File: src/hw/rtl/sha1_pkg.sv
// Shared constants, control structs, round functions and the padding helper of the SHA-1 core.
package sha1_pkg;

    localparam int BLOCK_WORDS = 16;
    localparam int CHAIN_WORDS = 5;
    localparam int ROUNDS      = 80;

    localparam logic [31:0] H_INIT [CHAIN_WORDS] = '{
        32'h67452301, 32'hEFCDAB89, 32'h98BADCFE, 32'h10325476, 32'hC3D2E1F0
    };

    localparam logic [31:0] K_R0 = 32'h5A827999;
    localparam logic [31:0] K_R1 = 32'h6ED9EBA1;
    localparam logic [31:0] K_R2 = 32'h8F1BBCDC;
    localparam logic [31:0] K_R3 = 32'hCA62C1D6;

    localparam logic [31:0] PAD_MARK = 32'h80000000;

    // Control toward the block buffer and message schedule.
    typedef struct packed {
        logic        wr_en;
        logic [3:0]  wr_addr;
        logic [31:0] wr_data;
        logic [3:0]  rd_addr;
        logic        shift_load;
        logic        shift_round;
    } sched_ctl_t;

    // Control toward the chaining store and round datapath.
    typedef struct packed {
        logic [2:0]  rd_addr;
        logic        load_var;
        logic        round_en;
        logic [6:0]  round_idx;
        logic        upd_wr;
        logic [2:0]  upd_addr;
        logic        final_blk;
        logic        clear_valid;
    } round_ctl_t;

    function automatic logic [31:0] round_f(logic [6:0] idx, logic [31:0] b,
                                            logic [31:0] c, logic [31:0] d);
        logic [31:0] f;
        if (idx < 7'd20) begin
            f = (b & c) | (~b & d);
        end else if (idx < 7'd40) begin
            f = b ^ c ^ d;
        end else if (idx < 7'd60) begin
            f = (b & c) | (b & d) | (c & d);
        end else begin
            f = b ^ c ^ d;
        end
        return f;
    endfunction

    function automatic logic [31:0] round_k(logic [6:0] idx);
        logic [31:0] k;
        if (idx < 7'd20) begin
            k = K_R0;
        end else if (idx < 7'd40) begin
            k = K_R1;
        end else if (idx < 7'd60) begin
            k = K_R2;
        end else begin
            k = K_R3;
        end
        return k;
    endfunction

    // Keep the valid leading bytes of a short final word and append the marker byte.
    function automatic logic [31:0] pad_last_word(logic [31:0] data, logic [1:0] nb);
        logic [31:0] w;
        case (nb)
            2'd0:    w = PAD_MARK;
            2'd1:    w = {data[31:24], 24'h800000};
            2'd2:    w = {data[31:16], 16'h8000};
            2'd3:    w = {data[31:8], 8'h80};
            default: w = PAD_MARK;
        endcase
        return w;
    endfunction

endpackage

File: src/hw/rtl/sha1_channels.sv
// Handshake channels of the SHA-1 core: message words in, digest words out.
interface sha1_in_if;
    logic        valid;
    logic        ready;
    logic [31:0] data_word;
    logic [2:0]  valid_bytes;
    logic        last;

    modport source (output valid, data_word, valid_bytes, last, input ready);
    modport sink   (input valid, data_word, valid_bytes, last, output ready);
endinterface

interface sha1_out_if;
    logic        valid;
    logic        ready;
    logic [31:0] digest_word;
    logic [2:0]  digest_index;
    logic        last_word;

    modport source (output valid, digest_word, digest_index, last_word, input ready);
    modport sink   (input valid, digest_word, digest_index, last_word, output ready);
endinterface

File: src/hw/rtl/sha1_hash_core.sv
// Top level of the SHA-1 core: input handling, padding and compression sequencer.
//
//   channel  | dir | payload                                  | handshake
//   ---------+-----+------------------------------------------+------------
//   msg      | in  | data_word[31:0] valid_bytes[2:0] last    | valid/ready
//   digest   | out | digest_word[31:0] digest_index[2:0]      | valid/ready
//            |     | last_word                                |
//
// A message word that is taken is written to the block buffer memory.
// The word that fills a block stalls msg while the buffer memory streams into the
// schedule and the chaining memory is read, the 80 rounds run on one shared round
// unit, and the chaining memory is read, added to and written back.
// A last word adds one padding word per cycle up to the block end and one or two
// compressions.  Reset clears the sequencer and the chaining valid bits at once;
// no clearing pass.  The five digest words sit in an output register, so the next
// message is taken while they drain; only the next final chaining update waits.
module sha1_hash_core import sha1_pkg::*;
(
    input  logic      clk,
    input  logic      rst_n,
    sha1_in_if.sink   msg,
    sha1_out_if.source digest
);

    localparam logic [3:0] LEN_HI_SLOT = 4'd14;
    localparam logic [3:0] LAST_SLOT   = 4'd15;

    typedef enum logic [2:0] {
        ST_IDLE,
        ST_PAD,
        ST_LOAD,
        ST_ROUND,
        ST_UPD
    } state_t;

    state_t      state_reg, state_next;
    logic [6:0]  cnt_reg, cnt_next;
    logic [3:0]  fill_reg, fill_next;
    logic [63:0] bitlen_reg, bitlen_next;
    logic        mark_reg, mark_next;     // marker word still to be written
    logic        extra_reg, extra_next;   // no room for the length in this block
    logic        pad_reg, pad_next;       // message end seen, padding in progress
    logic        final_reg, final_next;   // block in flight carries the length

    sched_ctl_t  sc;
    round_ctl_t  rc;
    logic [31:0] w_cur;
    logic        out_busy;
    logic        in_fire;
    logic [2:0]  nbytes;

    assign msg.ready = (state_reg == ST_IDLE);
    assign in_fire   = msg.valid && msg.ready;

    // clamp the byte count of a final word to four
    assign nbytes = (msg.valid_bytes inside {[3'd4:3'd7]}) ? 3'd4 : msg.valid_bytes;

    always_comb
    begin
        state_next  = state_reg;
        cnt_next    = cnt_reg;
        fill_next   = fill_reg;
        bitlen_next = bitlen_reg;
        mark_next   = mark_reg;
        extra_next  = extra_reg;
        pad_next    = pad_reg;
        final_next  = final_reg;

        sc             = '0;
        sc.wr_addr     = fill_reg;
        sc.rd_addr     = cnt_reg[3:0];
        rc             = '0;
        rc.rd_addr     = cnt_reg[2:0];
        rc.round_idx   = cnt_reg;
        rc.upd_addr    = 3'(cnt_reg - 7'd1);
        rc.final_blk   = final_reg;

        case (state_reg)
            ST_IDLE:
            begin
                if (in_fire)
                begin
                    sc.wr_en  = 1'b1;
                    fill_next = fill_reg + 4'd1;
                    pad_next  = msg.last;
                    if (msg.last)
                    begin
                        bitlen_next = bitlen_reg + 64'({nbytes, 3'b000});
                        if (nbytes == 3'd4)
                        begin
                            sc.wr_data = msg.data_word;
                            mark_next  = 1'b1;
                        end
                        else
                        begin
                            sc.wr_data = pad_last_word(msg.data_word, nbytes[1:0]);
                            mark_next  = 1'b0;
                            extra_next = (fill_reg == LEN_HI_SLOT);
                        end
                    end
                    else
                    begin
                        bitlen_next = bitlen_reg + 64'd32;
                        sc.wr_data  = msg.data_word;
                    end
                    if (fill_reg == LAST_SLOT)
                    begin
                        state_next = ST_LOAD;
                        cnt_next   = '0;
                        final_next = 1'b0;
                    end
                    else if (msg.last)
                    begin
                        state_next = ST_PAD;
                    end
                end
            end

            ST_PAD:
            begin
                sc.wr_en  = 1'b1;
                fill_next = fill_reg + 4'd1;
                if (mark_reg)
                begin
                    sc.wr_data = PAD_MARK;
                    mark_next  = 1'b0;
                    extra_next = (fill_reg == LEN_HI_SLOT);
                end
                else if (extra_reg)
                begin
                    sc.wr_data = '0;
                end
                else if (fill_reg == LEN_HI_SLOT)
                begin
                    sc.wr_data = bitlen_reg[63:32];
                end
                else if (fill_reg == LAST_SLOT)
                begin
                    sc.wr_data = bitlen_reg[31:0];
                end
                else
                begin
                    sc.wr_data = '0;
                end
                if (fill_reg == LAST_SLOT)
                begin
                    state_next = ST_LOAD;
                    cnt_next   = '0;
                    final_next = !mark_reg && !extra_reg;
                    extra_next = 1'b0;
                end
            end

            ST_LOAD:
            begin
                // buffer data and chaining data arrive in the cycle after the read
                sc.shift_load = (cnt_reg != 7'd0);
                rc.load_var   = (cnt_reg != 7'd0) && (cnt_reg <= 7'(CHAIN_WORDS));
                cnt_next      = cnt_reg + 7'd1;
                if (cnt_reg == 7'(BLOCK_WORDS))
                begin
                    state_next = ST_ROUND;
                    cnt_next   = '0;
                end
            end

            ST_ROUND:
            begin
                rc.round_en    = 1'b1;
                sc.shift_round = 1'b1;
                cnt_next       = cnt_reg + 7'd1;
                if (cnt_reg == 7'(ROUNDS - 1))
                begin
                    state_next = ST_UPD;
                    cnt_next   = '0;
                end
            end

            ST_UPD:
            begin
                rc.upd_wr = (cnt_reg != 7'd0);
                // hold the final update until the previous digest has drained
                if (!(cnt_reg == 7'd0 && final_reg && out_busy))
                begin
                    cnt_next = cnt_reg + 7'd1;
                end
                if (cnt_reg == 7'(CHAIN_WORDS))
                begin
                    rc.clear_valid = final_reg;
                    cnt_next       = '0;
                    if (final_reg)
                    begin
                        state_next  = ST_IDLE;
                        bitlen_next = '0;
                        pad_next    = 1'b0;
                        final_next  = 1'b0;
                    end
                    else if (pad_reg)
                    begin
                        state_next = ST_PAD;
                    end
                    else
                    begin
                        state_next = ST_IDLE;
                    end
                end
            end

            default:
            begin
                state_next = ST_IDLE;
            end
        endcase
    end

    always_ff @(posedge clk or negedge rst_n)
    begin
        if (!rst_n)
        begin
            state_reg  <= ST_IDLE;
            cnt_reg    <= '0;
            fill_reg   <= '0;
            bitlen_reg <= '0;
            mark_reg   <= 1'b0;
            extra_reg  <= 1'b0;
            pad_reg    <= 1'b0;
            final_reg  <= 1'b0;
        end
        else
        begin
            state_reg  <= state_next;
            cnt_reg    <= cnt_next;
            fill_reg   <= fill_next;
            bitlen_reg <= bitlen_next;
            mark_reg   <= mark_next;
            extra_reg  <= extra_next;
            pad_reg    <= pad_next;
            final_reg  <= final_next;
        end
    end

    sha1_sched u_sched (
        .clk   (clk),
        .ctl   (sc),
        .w_cur (w_cur)
    );

    sha1_round u_round (
        .clk      (clk),
        .rst_n    (rst_n),
        .ctl      (rc),
        .w_cur    (w_cur),
        .out_busy (out_busy),
        .digest   (digest)
    );

endmodule

File: src/hw/rtl/sha1_sched.sv
// Block buffer memory and 16-word sliding message schedule.
module sha1_sched import sha1_pkg::*;
(
    input  logic        clk,
    input  sched_ctl_t  ctl,
    output logic [31:0] w_cur
);

    logic [31:0] buf_mem [BLOCK_WORDS];
    logic [31:0] rd_q_reg;
    logic [31:0] sched_reg [BLOCK_WORDS];
    logic [31:0] mix;
    logic [31:0] w_new;

    always_ff @(posedge clk)
    begin
        if (ctl.wr_en)
        begin
            buf_mem[ctl.wr_addr] <= ctl.wr_data;
        end
        rd_q_reg <= buf_mem[ctl.rd_addr];
    end

    // w[j+16] = rotl1(w[j+13] ^ w[j+8] ^ w[j+2] ^ w[j])
    assign mix   = sched_reg[13] ^ sched_reg[8] ^ sched_reg[2] ^ sched_reg[0];
    assign w_new = {mix[30:0], mix[31]};

    always_ff @(posedge clk)
    begin
        if (ctl.shift_load || ctl.shift_round)
        begin
            for (int i = 0; i < BLOCK_WORDS - 1; i++)
            begin
                sched_reg[i] <= sched_reg[i + 1];
            end
            sched_reg[BLOCK_WORDS - 1] <= ctl.shift_load ? rd_q_reg : w_new;
        end
    end

    assign w_cur = sched_reg[0];

endmodule

File: src/hw/rtl/sha1_round.sv
// Chaining word memory, round datapath and digest output register.
module sha1_round import sha1_pkg::*;
(
    input  logic        clk,
    input  logic        rst_n,
    input  round_ctl_t  ctl,
    input  logic [31:0] w_cur,
    output logic        out_busy,
    sha1_out_if.source  digest
);

    logic [31:0]            chain_mem [CHAIN_WORDS];
    logic [31:0]            chain_q_reg;
    logic [CHAIN_WORDS-1:0] valid_reg;
    logic [31:0]            a_reg, b_reg, c_reg, d_reg, e_reg;
    logic [31:0]            dig_reg [CHAIN_WORDS];
    logic [2:0]             out_cnt_reg;
    logic [31:0]            t_sum;
    logic [31:0]            upd_sum;
    logic                   out_fire;

    // Entries not yet written since reset or the last digest read as the initial values.
    always_ff @(posedge clk)
    begin
        if (ctl.upd_wr && !ctl.final_blk)
        begin
            chain_mem[ctl.upd_addr] <= upd_sum;
        end
        chain_q_reg <= valid_reg[ctl.rd_addr] ? chain_mem[ctl.rd_addr] : H_INIT[ctl.rd_addr];
    end

    always_ff @(posedge clk or negedge rst_n)
    begin
        if (!rst_n)
        begin
            valid_reg <= '0;
        end
        else if (ctl.clear_valid)
        begin
            valid_reg <= '0;
        end
        else if (ctl.upd_wr && !ctl.final_blk)
        begin
            valid_reg[ctl.upd_addr] <= 1'b1;
        end
    end

    assign t_sum   = {a_reg[26:0], a_reg[31:27]} + round_f(ctl.round_idx, b_reg, c_reg, d_reg)
                   + e_reg + round_k(ctl.round_idx) + w_cur;
    assign upd_sum = chain_q_reg + a_reg;

    always_ff @(posedge clk)
    begin
        if (ctl.load_var)
        begin
            a_reg <= b_reg;
            b_reg <= c_reg;
            c_reg <= d_reg;
            d_reg <= e_reg;
            e_reg <= chain_q_reg;
        end
        else if (ctl.round_en)
        begin
            e_reg <= d_reg;
            d_reg <= c_reg;
            c_reg <= {b_reg[1:0], b_reg[31:2]};
            b_reg <= a_reg;
            a_reg <= t_sum;
        end
        else if (ctl.upd_wr)
        begin
            // bring the next working variable to the adder
            a_reg <= b_reg;
            b_reg <= c_reg;
            c_reg <= d_reg;
            d_reg <= e_reg;
        end
    end

    assign out_fire = digest.valid && digest.ready;

    always_ff @(posedge clk)
    begin
        if (ctl.upd_wr && ctl.final_blk)
        begin
            for (int i = 0; i < CHAIN_WORDS - 1; i++)
            begin
                dig_reg[i] <= dig_reg[i + 1];
            end
            dig_reg[CHAIN_WORDS - 1] <= upd_sum;
        end
        else if (out_fire)
        begin
            for (int i = 0; i < CHAIN_WORDS - 1; i++)
            begin
                dig_reg[i] <= dig_reg[i + 1];
            end
        end
    end

    always_ff @(posedge clk or negedge rst_n)
    begin
        if (!rst_n)
        begin
            out_cnt_reg <= '0;
        end
        else if (ctl.clear_valid)
        begin
            out_cnt_reg <= 3'(CHAIN_WORDS);
        end
        else if (out_fire)
        begin
            out_cnt_reg <= out_cnt_reg - 3'd1;
        end
    end

    assign out_busy            = (out_cnt_reg != 3'd0);
    assign digest.valid        = out_busy;
    assign digest.digest_word  = dig_reg[0];
    assign digest.digest_index = 3'(CHAIN_WORDS) - out_cnt_reg;
    assign digest.last_word    = (out_cnt_reg == 3'd1);

endmodule

File: src/flat_wrapper.sv
// flat-port wrapper written by rule: the top's interface ports become plain ports
module sha1_hash_core_flat import sha1_pkg::*;
  (clk, rst_n, msg_valid, msg_data_word, msg_valid_bytes, msg_last, msg_ready, digest_valid, digest_digest_word, digest_digest_index, digest_last_word, digest_ready);
  sha1_in_if msg_i ();
  sha1_out_if digest_i ();
  input  logic clk;
  input  logic rst_n;
  input wire logic [$bits(msg_i.valid)-1:0] msg_valid;
  input wire logic [$bits(msg_i.data_word)-1:0] msg_data_word;
  input wire logic [$bits(msg_i.valid_bytes)-1:0] msg_valid_bytes;
  input wire logic [$bits(msg_i.last)-1:0] msg_last;
  output wire logic [$bits(msg_i.ready)-1:0] msg_ready;
  output wire logic [$bits(digest_i.valid)-1:0] digest_valid;
  output wire logic [$bits(digest_i.digest_word)-1:0] digest_digest_word;
  output wire logic [$bits(digest_i.digest_index)-1:0] digest_digest_index;
  output wire logic [$bits(digest_i.last_word)-1:0] digest_last_word;
  input wire logic [$bits(digest_i.ready)-1:0] digest_ready;
  assign msg_i.valid = msg_valid;
  assign msg_i.data_word = msg_data_word;
  assign msg_i.valid_bytes = msg_valid_bytes;
  assign msg_i.last = msg_last;
  assign msg_ready = msg_i.ready;
  assign digest_valid = digest_i.valid;
  assign digest_digest_word = digest_i.digest_word;
  assign digest_digest_index = digest_i.digest_index;
  assign digest_last_word = digest_i.last_word;
  assign digest_i.ready = digest_ready;
  sha1_hash_core u_core (.clk(clk), .rst_n(rst_n), .msg(msg_i), .digest(digest_i));
endmodule
File: config.mk
export PLATFORM = sky130hd
export DESIGN_NAME = sha1_hash_core_flat
export DESIGN_NICKNAME = d
export VERILOG_FILES = /design/src/hw/rtl/sha1_pkg.sv /design/src/hw/rtl/sha1_channels.sv /design/src/hw/rtl/sha1_hash_core.sv /design/src/hw/rtl/sha1_sched.sv /design/src/hw/rtl/sha1_round.sv /design/src/flat_wrapper.sv
export SDC_FILE = /design/constraint.sdc
export NUM_CORES = 2
export LEC_CHECK = 0
export BUFFER_PORTS_ARGS = -buffer_cell sky130_fd_sc_hd__buf_2
export CORE_UTILIZATION = 40
export DETAILED_ROUTE_END_ITERATION = 16
export GPL_TIMING_DRIVEN = 0
export PLACE_DENSITY = 0.56
export SLEW_MARGIN = 20
export SYNTH_ARGS = -nofsm -noshare
export SYNTH_HDL_FRONTEND = slang
export SYNTH_HIERARCHICAL = 1
export SYNTH_SLANG_ARGS = --single-unit
File: constraint.sdc
create_clock -name clk -period 8.2 [get_ports clk]
set_input_delay 0.41 -clock clk [delete_from_list [all_inputs] [get_ports clk]]
set_output_delay 0.41 -clock clk [all_outputs]
set_load 0.01 [all_outputs]
Yosys cells after proc, flatten, opt, wreduce, memory -nomap -nowiden. Memory sizes are Yosys's and may differ from the RTL's. A register that Yosys moved wholly into a read port is not among the register bits. Index checks and enable logic that the tools add are counted.

Add/subtract/negate cells: 12. Muxes and demuxes: 108. Order comparisons: 10. Eq/ne operators: 26. Bitwise logic cells: 19. Reduce and logical (&&, ||, !) cells: 34.

Operator list (number): two-way mux 32 bit (34); two-way mux 64 bit (4); adder 32 bit (5); XOR 32 bit (5); bitwise AND 32 bit (4); case mux 32 bit (4 select lines) (1); case mux 64 bit (2 select lines) (1); OR 32 bit (3); adder 64 x 6 -> 64 bit (1); adder 64 x 6 -> 64 bit (second input constant) (1); case mux 32 bit (2 select lines) (1); two-way mux 7 bit (6); two-way mux 1 bit (36); case mux 7 bit (5 select lines) (1); two-way mux 3 bit (11); NOT 32 bit (1); two-way mux 31 bit (1); case mux 3 bit (5 select lines) (1); less-than comparator 7 x 6 -> 1 bit (second input constant) (2); logical AND 1 bit (10); two-way mux 5 bit (2); inequality test 2 x 1 -> 1 bit (second input constant) (5); AND reduction 5 bit (2); nonzero test 2 bit (5); 44 further kinds (66).

Memory bits (writable): 1344. Memories: 5. ROM bits: 256. Logic and storage cells: 230. Output and inout port bits: 38. Flip-flop bits (word level): 282.

Memory list: u_core.u_sched.buf_mem (words 16, width 32, read ports 1, clocked after Yosys merged registers in 1, write ports 1, RTL line sha1_sched.sv:9) `logic [31:0] buf_mem [BLOCK_WORDS];`; u_core.u_sched.sched_reg (words 16, width 32, read ports 16, clocked after Yosys merged registers in 0, write ports 16, RTL line sha1_sched.sv:11) `logic [31:0] sched_reg [BLOCK_WORDS];`; (name not given) (words 8, width 32, read ports 1, clocked after Yosys merged registers in 0, write ports 0, RTL line sha1_round.sv:29) `chain_q_reg <= valid_reg[ctl.rd_addr] ? chain_mem[ctl.rd_addr] : H_INIT[ctl.rd_addr];`; u_core.u_round.chain_mem (words 5, width 32, read ports 1, clocked after Yosys merged registers in 0, write ports 1, RTL line sha1_round.sv:12) `logic [31:0] chain_mem [CHAIN_WORDS];`; u_core.u_round.dig_reg (words 5, width 32, read ports 5, clocked after Yosys merged registers in 0, write ports 5, RTL line sha1_round.sv:16) `logic [31:0] dig_reg [CHAIN_WORDS];`.

Depth between registers and ports, before layout.
Depth in word-level cells: 12. Gate-level depth with buffers: 21. Depth with buffers taken out: 20.

Modules after synthesis. Netlist, hierarchy kept.

Modules (own cells, without submodules): sha1_sched (area each 36605.1 um^2, cells an instance 1550, times used 1); sha1_round (area each 26411.6 um^2, cells an instance 2111, times used 1); sha1_hash_core (area each 5331.4 um^2, cells an instance 649, times used 1).

Worst setup path after synthesis. No wires, ideal clock.

Kind: register to register. From: register u_core.cnt_reg[2]. To: memory u_core.u_sched.sched_reg[0][0], enable pin. Cell stages (with the launch flop): 7. Path slack: -0.083 ns. Clock period less this slack: 8.283 ns. Data arrival time: 7.616 ns. Data required time: 7.533 ns. Cell sequence: dfrtp_1 -> clkbuf_1 -> inv_1 -> and3_1 -> nor3b_1 -> clkbuf_1 -> or2_2.

RTL lines: start, declared (RTL line sha1_hash_core.sv:37) `logic [6:0] cnt_reg, cnt_next;`; start signal, assigned (RTL line sha1_hash_core.sv:232) `cnt_reg <= cnt_next;`; end, declared (RTL line sha1_sched.sv:11).

Worst setup path in the final report.
From: register u_core.cnt_reg[2]. To: register u_core.u_round.a_reg[15] (data pin).

Cells in the longest elaborated chain, start to end: 10. Elaborated cells between the ends (all ways): 19.

RTL lines: less-than comparator 7 x 6 -> 1 bit (RTL line sha1_pkg.sv:48, sha1_pkg.sv:62); two-way mux 32 bit (RTL line sha1_pkg.sv:48) `end else if (idx < 7'd60) begin`; two-way mux 32 bit (RTL line sha1_pkg.sv:46) `end else if (idx < 7'd40) begin`; two-way mux 32 bit (RTL line sha1_pkg.sv:44) `if (idx < 7'd20) begin`; adder 32 bit (RTL line sha1_round.sv:48) `assign t_sum = {a_reg[26:0], a_reg[31:27]} + round_f(ctl.round_idx, b_reg, c_reg, d_reg)`; adder 32 bit (3 in a row) (RTL line sha1_round.sv:49) `+ e_reg + round_k(ctl.round_idx) + w_cur;`; two-way mux 32 bit (RTL line sha1_round.sv:62) `else if (ctl.round_en)`; two-way mux 32 bit * (RTL line sha1_round.sv:54) `if (ctl.load_var)`; end signal, assigned (RTL line sha1_round.sv:56) `a_reg <= b_reg;`; end signal, assigned (RTL line sha1_round.sv:68) `a_reg <= t_sum;`; end signal, assigned (RTL line sha1_round.sv:73) `a_reg <= b_reg;`; end, declared (RTL line sha1_round.sv:15) `logic [31:0] a_reg, b_reg, c_reg, d_reg, e_reg;`.

Every way passes the cells marked *; elsewhere a longest branch is shown, timed or not. A chain may end at the register's enable or synchronous reset.

==> flow_summary_export.csv <==
group,metric,value,unit
run_status,status,"completed",
global_routing,grt_max_degree,59,
drt,wl,165,mm
sta,drv_slew,0,
die,fp.dieW,415,um
drt,met2_wirelength,76.0,mm
logic_synthesis,synth_nets,4554,
clock_network,cts_buffers,166,
critical_path,cp-end-kind,"flip-flop",
clock_network,h-tree-depth,4,
pwr,finalPower,17.0,mW
layout,syn_to_final_growth,14.6,%
critical_path,arrival,7.55,ns
global_routing,grt_use_total,19.1,%
logic_synthesis,synth_top_area_cell,"edfxtp_1",
clock_network,post_cts_buffers,0,
global_routing,global_route.overflow_total,0,
clock_network,cts_tree,"yes",
sta,fin_crit,7.07,ns
critical_path,cp.required,8.68,ns
drt,vias_per_cell,5.39,
drt,wl_met3,10.1,mm
clock_network,clk_path_buf_depth,3,
critical_path,start_kind,"flip-flop",
sta,relSlewSlack,23.1,%
critical_path,critPathKind,"flip-flop to flip-flop",
hold_path,hold_class,"input port to flip-flop",
logic_synthesis,ys_seq_area_share,71.1,%
logic_synthesis,syn_area,68300,um2
critical_path,path_common_cell,"fa_1",
drt,wl_per_cell,23.6,um
logic_synthesis,synth_top_family_by_area,"compound AO/OA/AOI/OAI gates",
clock_network,clk_latency,0.81,ns
die,dieArea,173000,um2
logic_synthesis,synth-edff-count,1504,
logic_synthesis,synth_compound_area_share,6.39,%
logic_synthesis,ys_top_cells_by_area,"edfxtp_1 (66%), mux4_2 (4.4%), fa_1 (3.6%)",
pwr,leakage,26.2,nW
logic_synthesis,synth-simple-area-share,6.28,%
sta,hold_viol,0,
drt,vias,37665,
logic_synthesis,ys_ff_latch,1655,
logic_synthesis,synth_fa_ha_area_share,5.07,%
logic_synthesis,synth-xor-area-share,2.01,%
sta,worstMarginPinSlew,1.14,ns
drt,drt-initial-drc-count,3768,
layout,final_nets,4876,
placed_design,dp_cells,6680,
die,core_area,169000,um2
die,start_util,40.3,%
clock_network,clk_pin_slew_worst_paths,0.06,ns
layout,drive_gt1_share,15.4,%
global_routing,grt_pass1_wl,244,mm
critical_path,crit_slowest_cell,"dfrtp_1",
placed_design,place_area,73000,um2
global_routing,antenna_found_initial,5,
logic_synthesis,synth_commonest_cells,"edfxtp_1 (1,504), nand2_1 (434), inv_1 (235), o21ai_0 (194), nor2_1 (164)",
drt,highest_layer,"met4",
clock_network,clock_tree.root_cell,"clkbuf_16",
logic_synthesis,async_reset_ff_share,5.26,%
die,row_count,151,
sta,max_freq,141,MHz
drt,drc,0,
sta,grt_setup_unrepaired,"false",
logic_synthesis,ys_warn_count,6,
pwr,power_density,218,nW/um2
layout,fin_util,46.2,%
layout,final_area,78300,um2
flow_run,maxCapViolations,0,
logic_synthesis,synth_top_area_share,66.1,%
drt,routedLengthMet1,72.8,mm
drt,drt_pass1_iterations,7,
clock_network,cts-resized-gates,0,
clock_network,clkSinkCount,1655,
placed_design,place.gp.congestion,0.894,
logic_synthesis,synthMuxAreaShare,6.08,%
global_routing,grt_pass1_vias,37065,
logic_synthesis,synth_cell_type_count,87,
placed_design,io_buffer_count,77,
logic_synthesis,synth.avg_cell_area,15.9,um2
logic_synthesis,syn_inst,4310,
logic_synthesis,synth_top_flop_cell,"edfxtp_1",
die,die_h,415,um
critical_path,crit_path_max_fanout,11,
die,io_pins,78,
sta,setup_viol,0,
drt,drtAntennaViolNets,0,
sta,holdWs,0.0669,ns
sta,fin_skew,0.0562,ns
pwr,ir_drop,0.224,mV
sta,period_share,86.2,%
critical_path,crit_chain,"and3_1 > or3_1 > clkbuf_1 > nand2_1 > clkinv_1 > clkbuf_2 > a221oi_1 > fa_1 > fa_1 > inv_1 > ha_1 > inv_1 > fa_1 > nor2b_1 > o31a_1 > o31a_1 > a31oi_1 > o21bai_1 > a21o_1 > xnor2_1 > o21ai_0",
critical_path,cp_slowest_stage_delay,0.54,ns
layout,stdcell_count,6988,
placed_design,dpl.hpwl,114,mm
logic_synthesis,yosys.cell_count.top_type,"edfxtp_1",
cell usage in the layout, fill, tap and decap left out, drive strengths merged, types with 41 or more instances in the layout:
master	Yosys	layout
nand2	434	434
ha	82	82
dfxtp	64	64
nor2	165	165
mux2	53	53
mux4	134	134
a21oi	121	121
nand4	42	42
o21ai	199	199
edfxtp	1504	1504
xnor2	128	128
o31ai	41	41
nand3	55	55
clkbuf	104	326
fa	122	122
dfrtp	87	87
inv	235	239
buf	126	278
clkinv	2	65
mux2i	54	54
a22oi	91	91
repair_timing:
item                                    4_1_cts  5_1_grt
endpoints found under the setup margin        0        0
endpoints found under the hold margin        88        0
hold buffers                                  2        0
logic make-up after synthesis:
| logic type | count (synthesis) |
|---|---|
| flops | 1655 |
| mux | 241 |
| simple gates | 918 |
| xor+xnor | 157 |
| fa+ha+maj | 204 |
| compound gates | 668 |
| buf+inv | 467 |
report_power, final:
group | total [mW] | leakage (nW) | internal, mW | switching (mW)
clock | 7.39 | 2.56 | 4.17 | 3.21
sequential | 9.35 | 14.8 | 9.31 | 0.0436
combinational | 0.302 | 8.78 | 0.133 | 0.169
total | 17.0 | 26.2 | 13.6 | 3.43
layout make-up:
cell class	instances	area (um2)
flip-flops and latches	1655	48600
inverters	237	890
well taps	2218	2780
clock buffers	222	4510
fillers	14585	91100
diodes	1	2.50
repair buffers	154	1710
multi-input cells	2188	17900
clock inverters	83	777
plain buffers	230	1180
stage by stage:
| step | setup slack [ns] | TNS, ns |
|---|---|---|
| after global routing | 0.838 | 0 |
| after floorplan | 2.48 | 0 |
| after CTS | 1.00 | 0 |
| after global placement | -0.133 | -21.43 |
| after detailed placement | 1.02 | 0 |
| final | 1.13 | 0 |
final timing paths:
check                                                            from                                         end  slack [ns]  cells after the start
hold reg to reg            u_core/u_sched/sched_reg[0][242]$_DFFE_PP_  u_core/u_sched/sched_reg[0][210]$_DFFE_PP_        0.39                      0
hold / removal                                     msg_valid_bytes[2]                 u_core/mark_reg$_DFFE_PN0P_        0.07                      5
min in group asynchronous                                       rst_n           u_core/bitlen_reg[12]$_DFFE_PN0P_        0.13                      2
setup reg to reg                        u_core/cnt_reg[2]$_DFFE_PN0P_          u_core/u_round/a_reg[15]$_DFFE_PP_        1.13                     21
setup / recovery                        u_core/cnt_reg[2]$_DFFE_PN0P_          u_core/u_round/a_reg[15]$_DFFE_PP_        1.13                     21
max in group asynchronous                                       rst_n   u_core/u_round/out_cnt_reg[0]$_DFFE_PN0P_        7.44                      3
critical path, delay by kind of cell (launching register included):
kind / cells / cell delay, ns
AO/OA/AOI/OAI: 7 / 1.96
adder cells (fa/ha/maj): 4 / 1.43
buffers and inverters: 5 / 1.48
AND/OR/NAND/NOR: 4 / 1.19
XOR/XNOR: 1 / 0.16
flip-flops: 1 / 0.54
per-layer routing:
| metal | vias to the layer above | global-route usage, % |
|---|---|---|
| met5 | - | 0 |
| met4 | 0 | 7.45 |
| met3 | 264 | 3.25 |
| met2 | 1184 | 29.5 |
| met1 | 19302 | 27.1 |
| li1 | 16915 | - |
(Power assumes the default switching activity.)
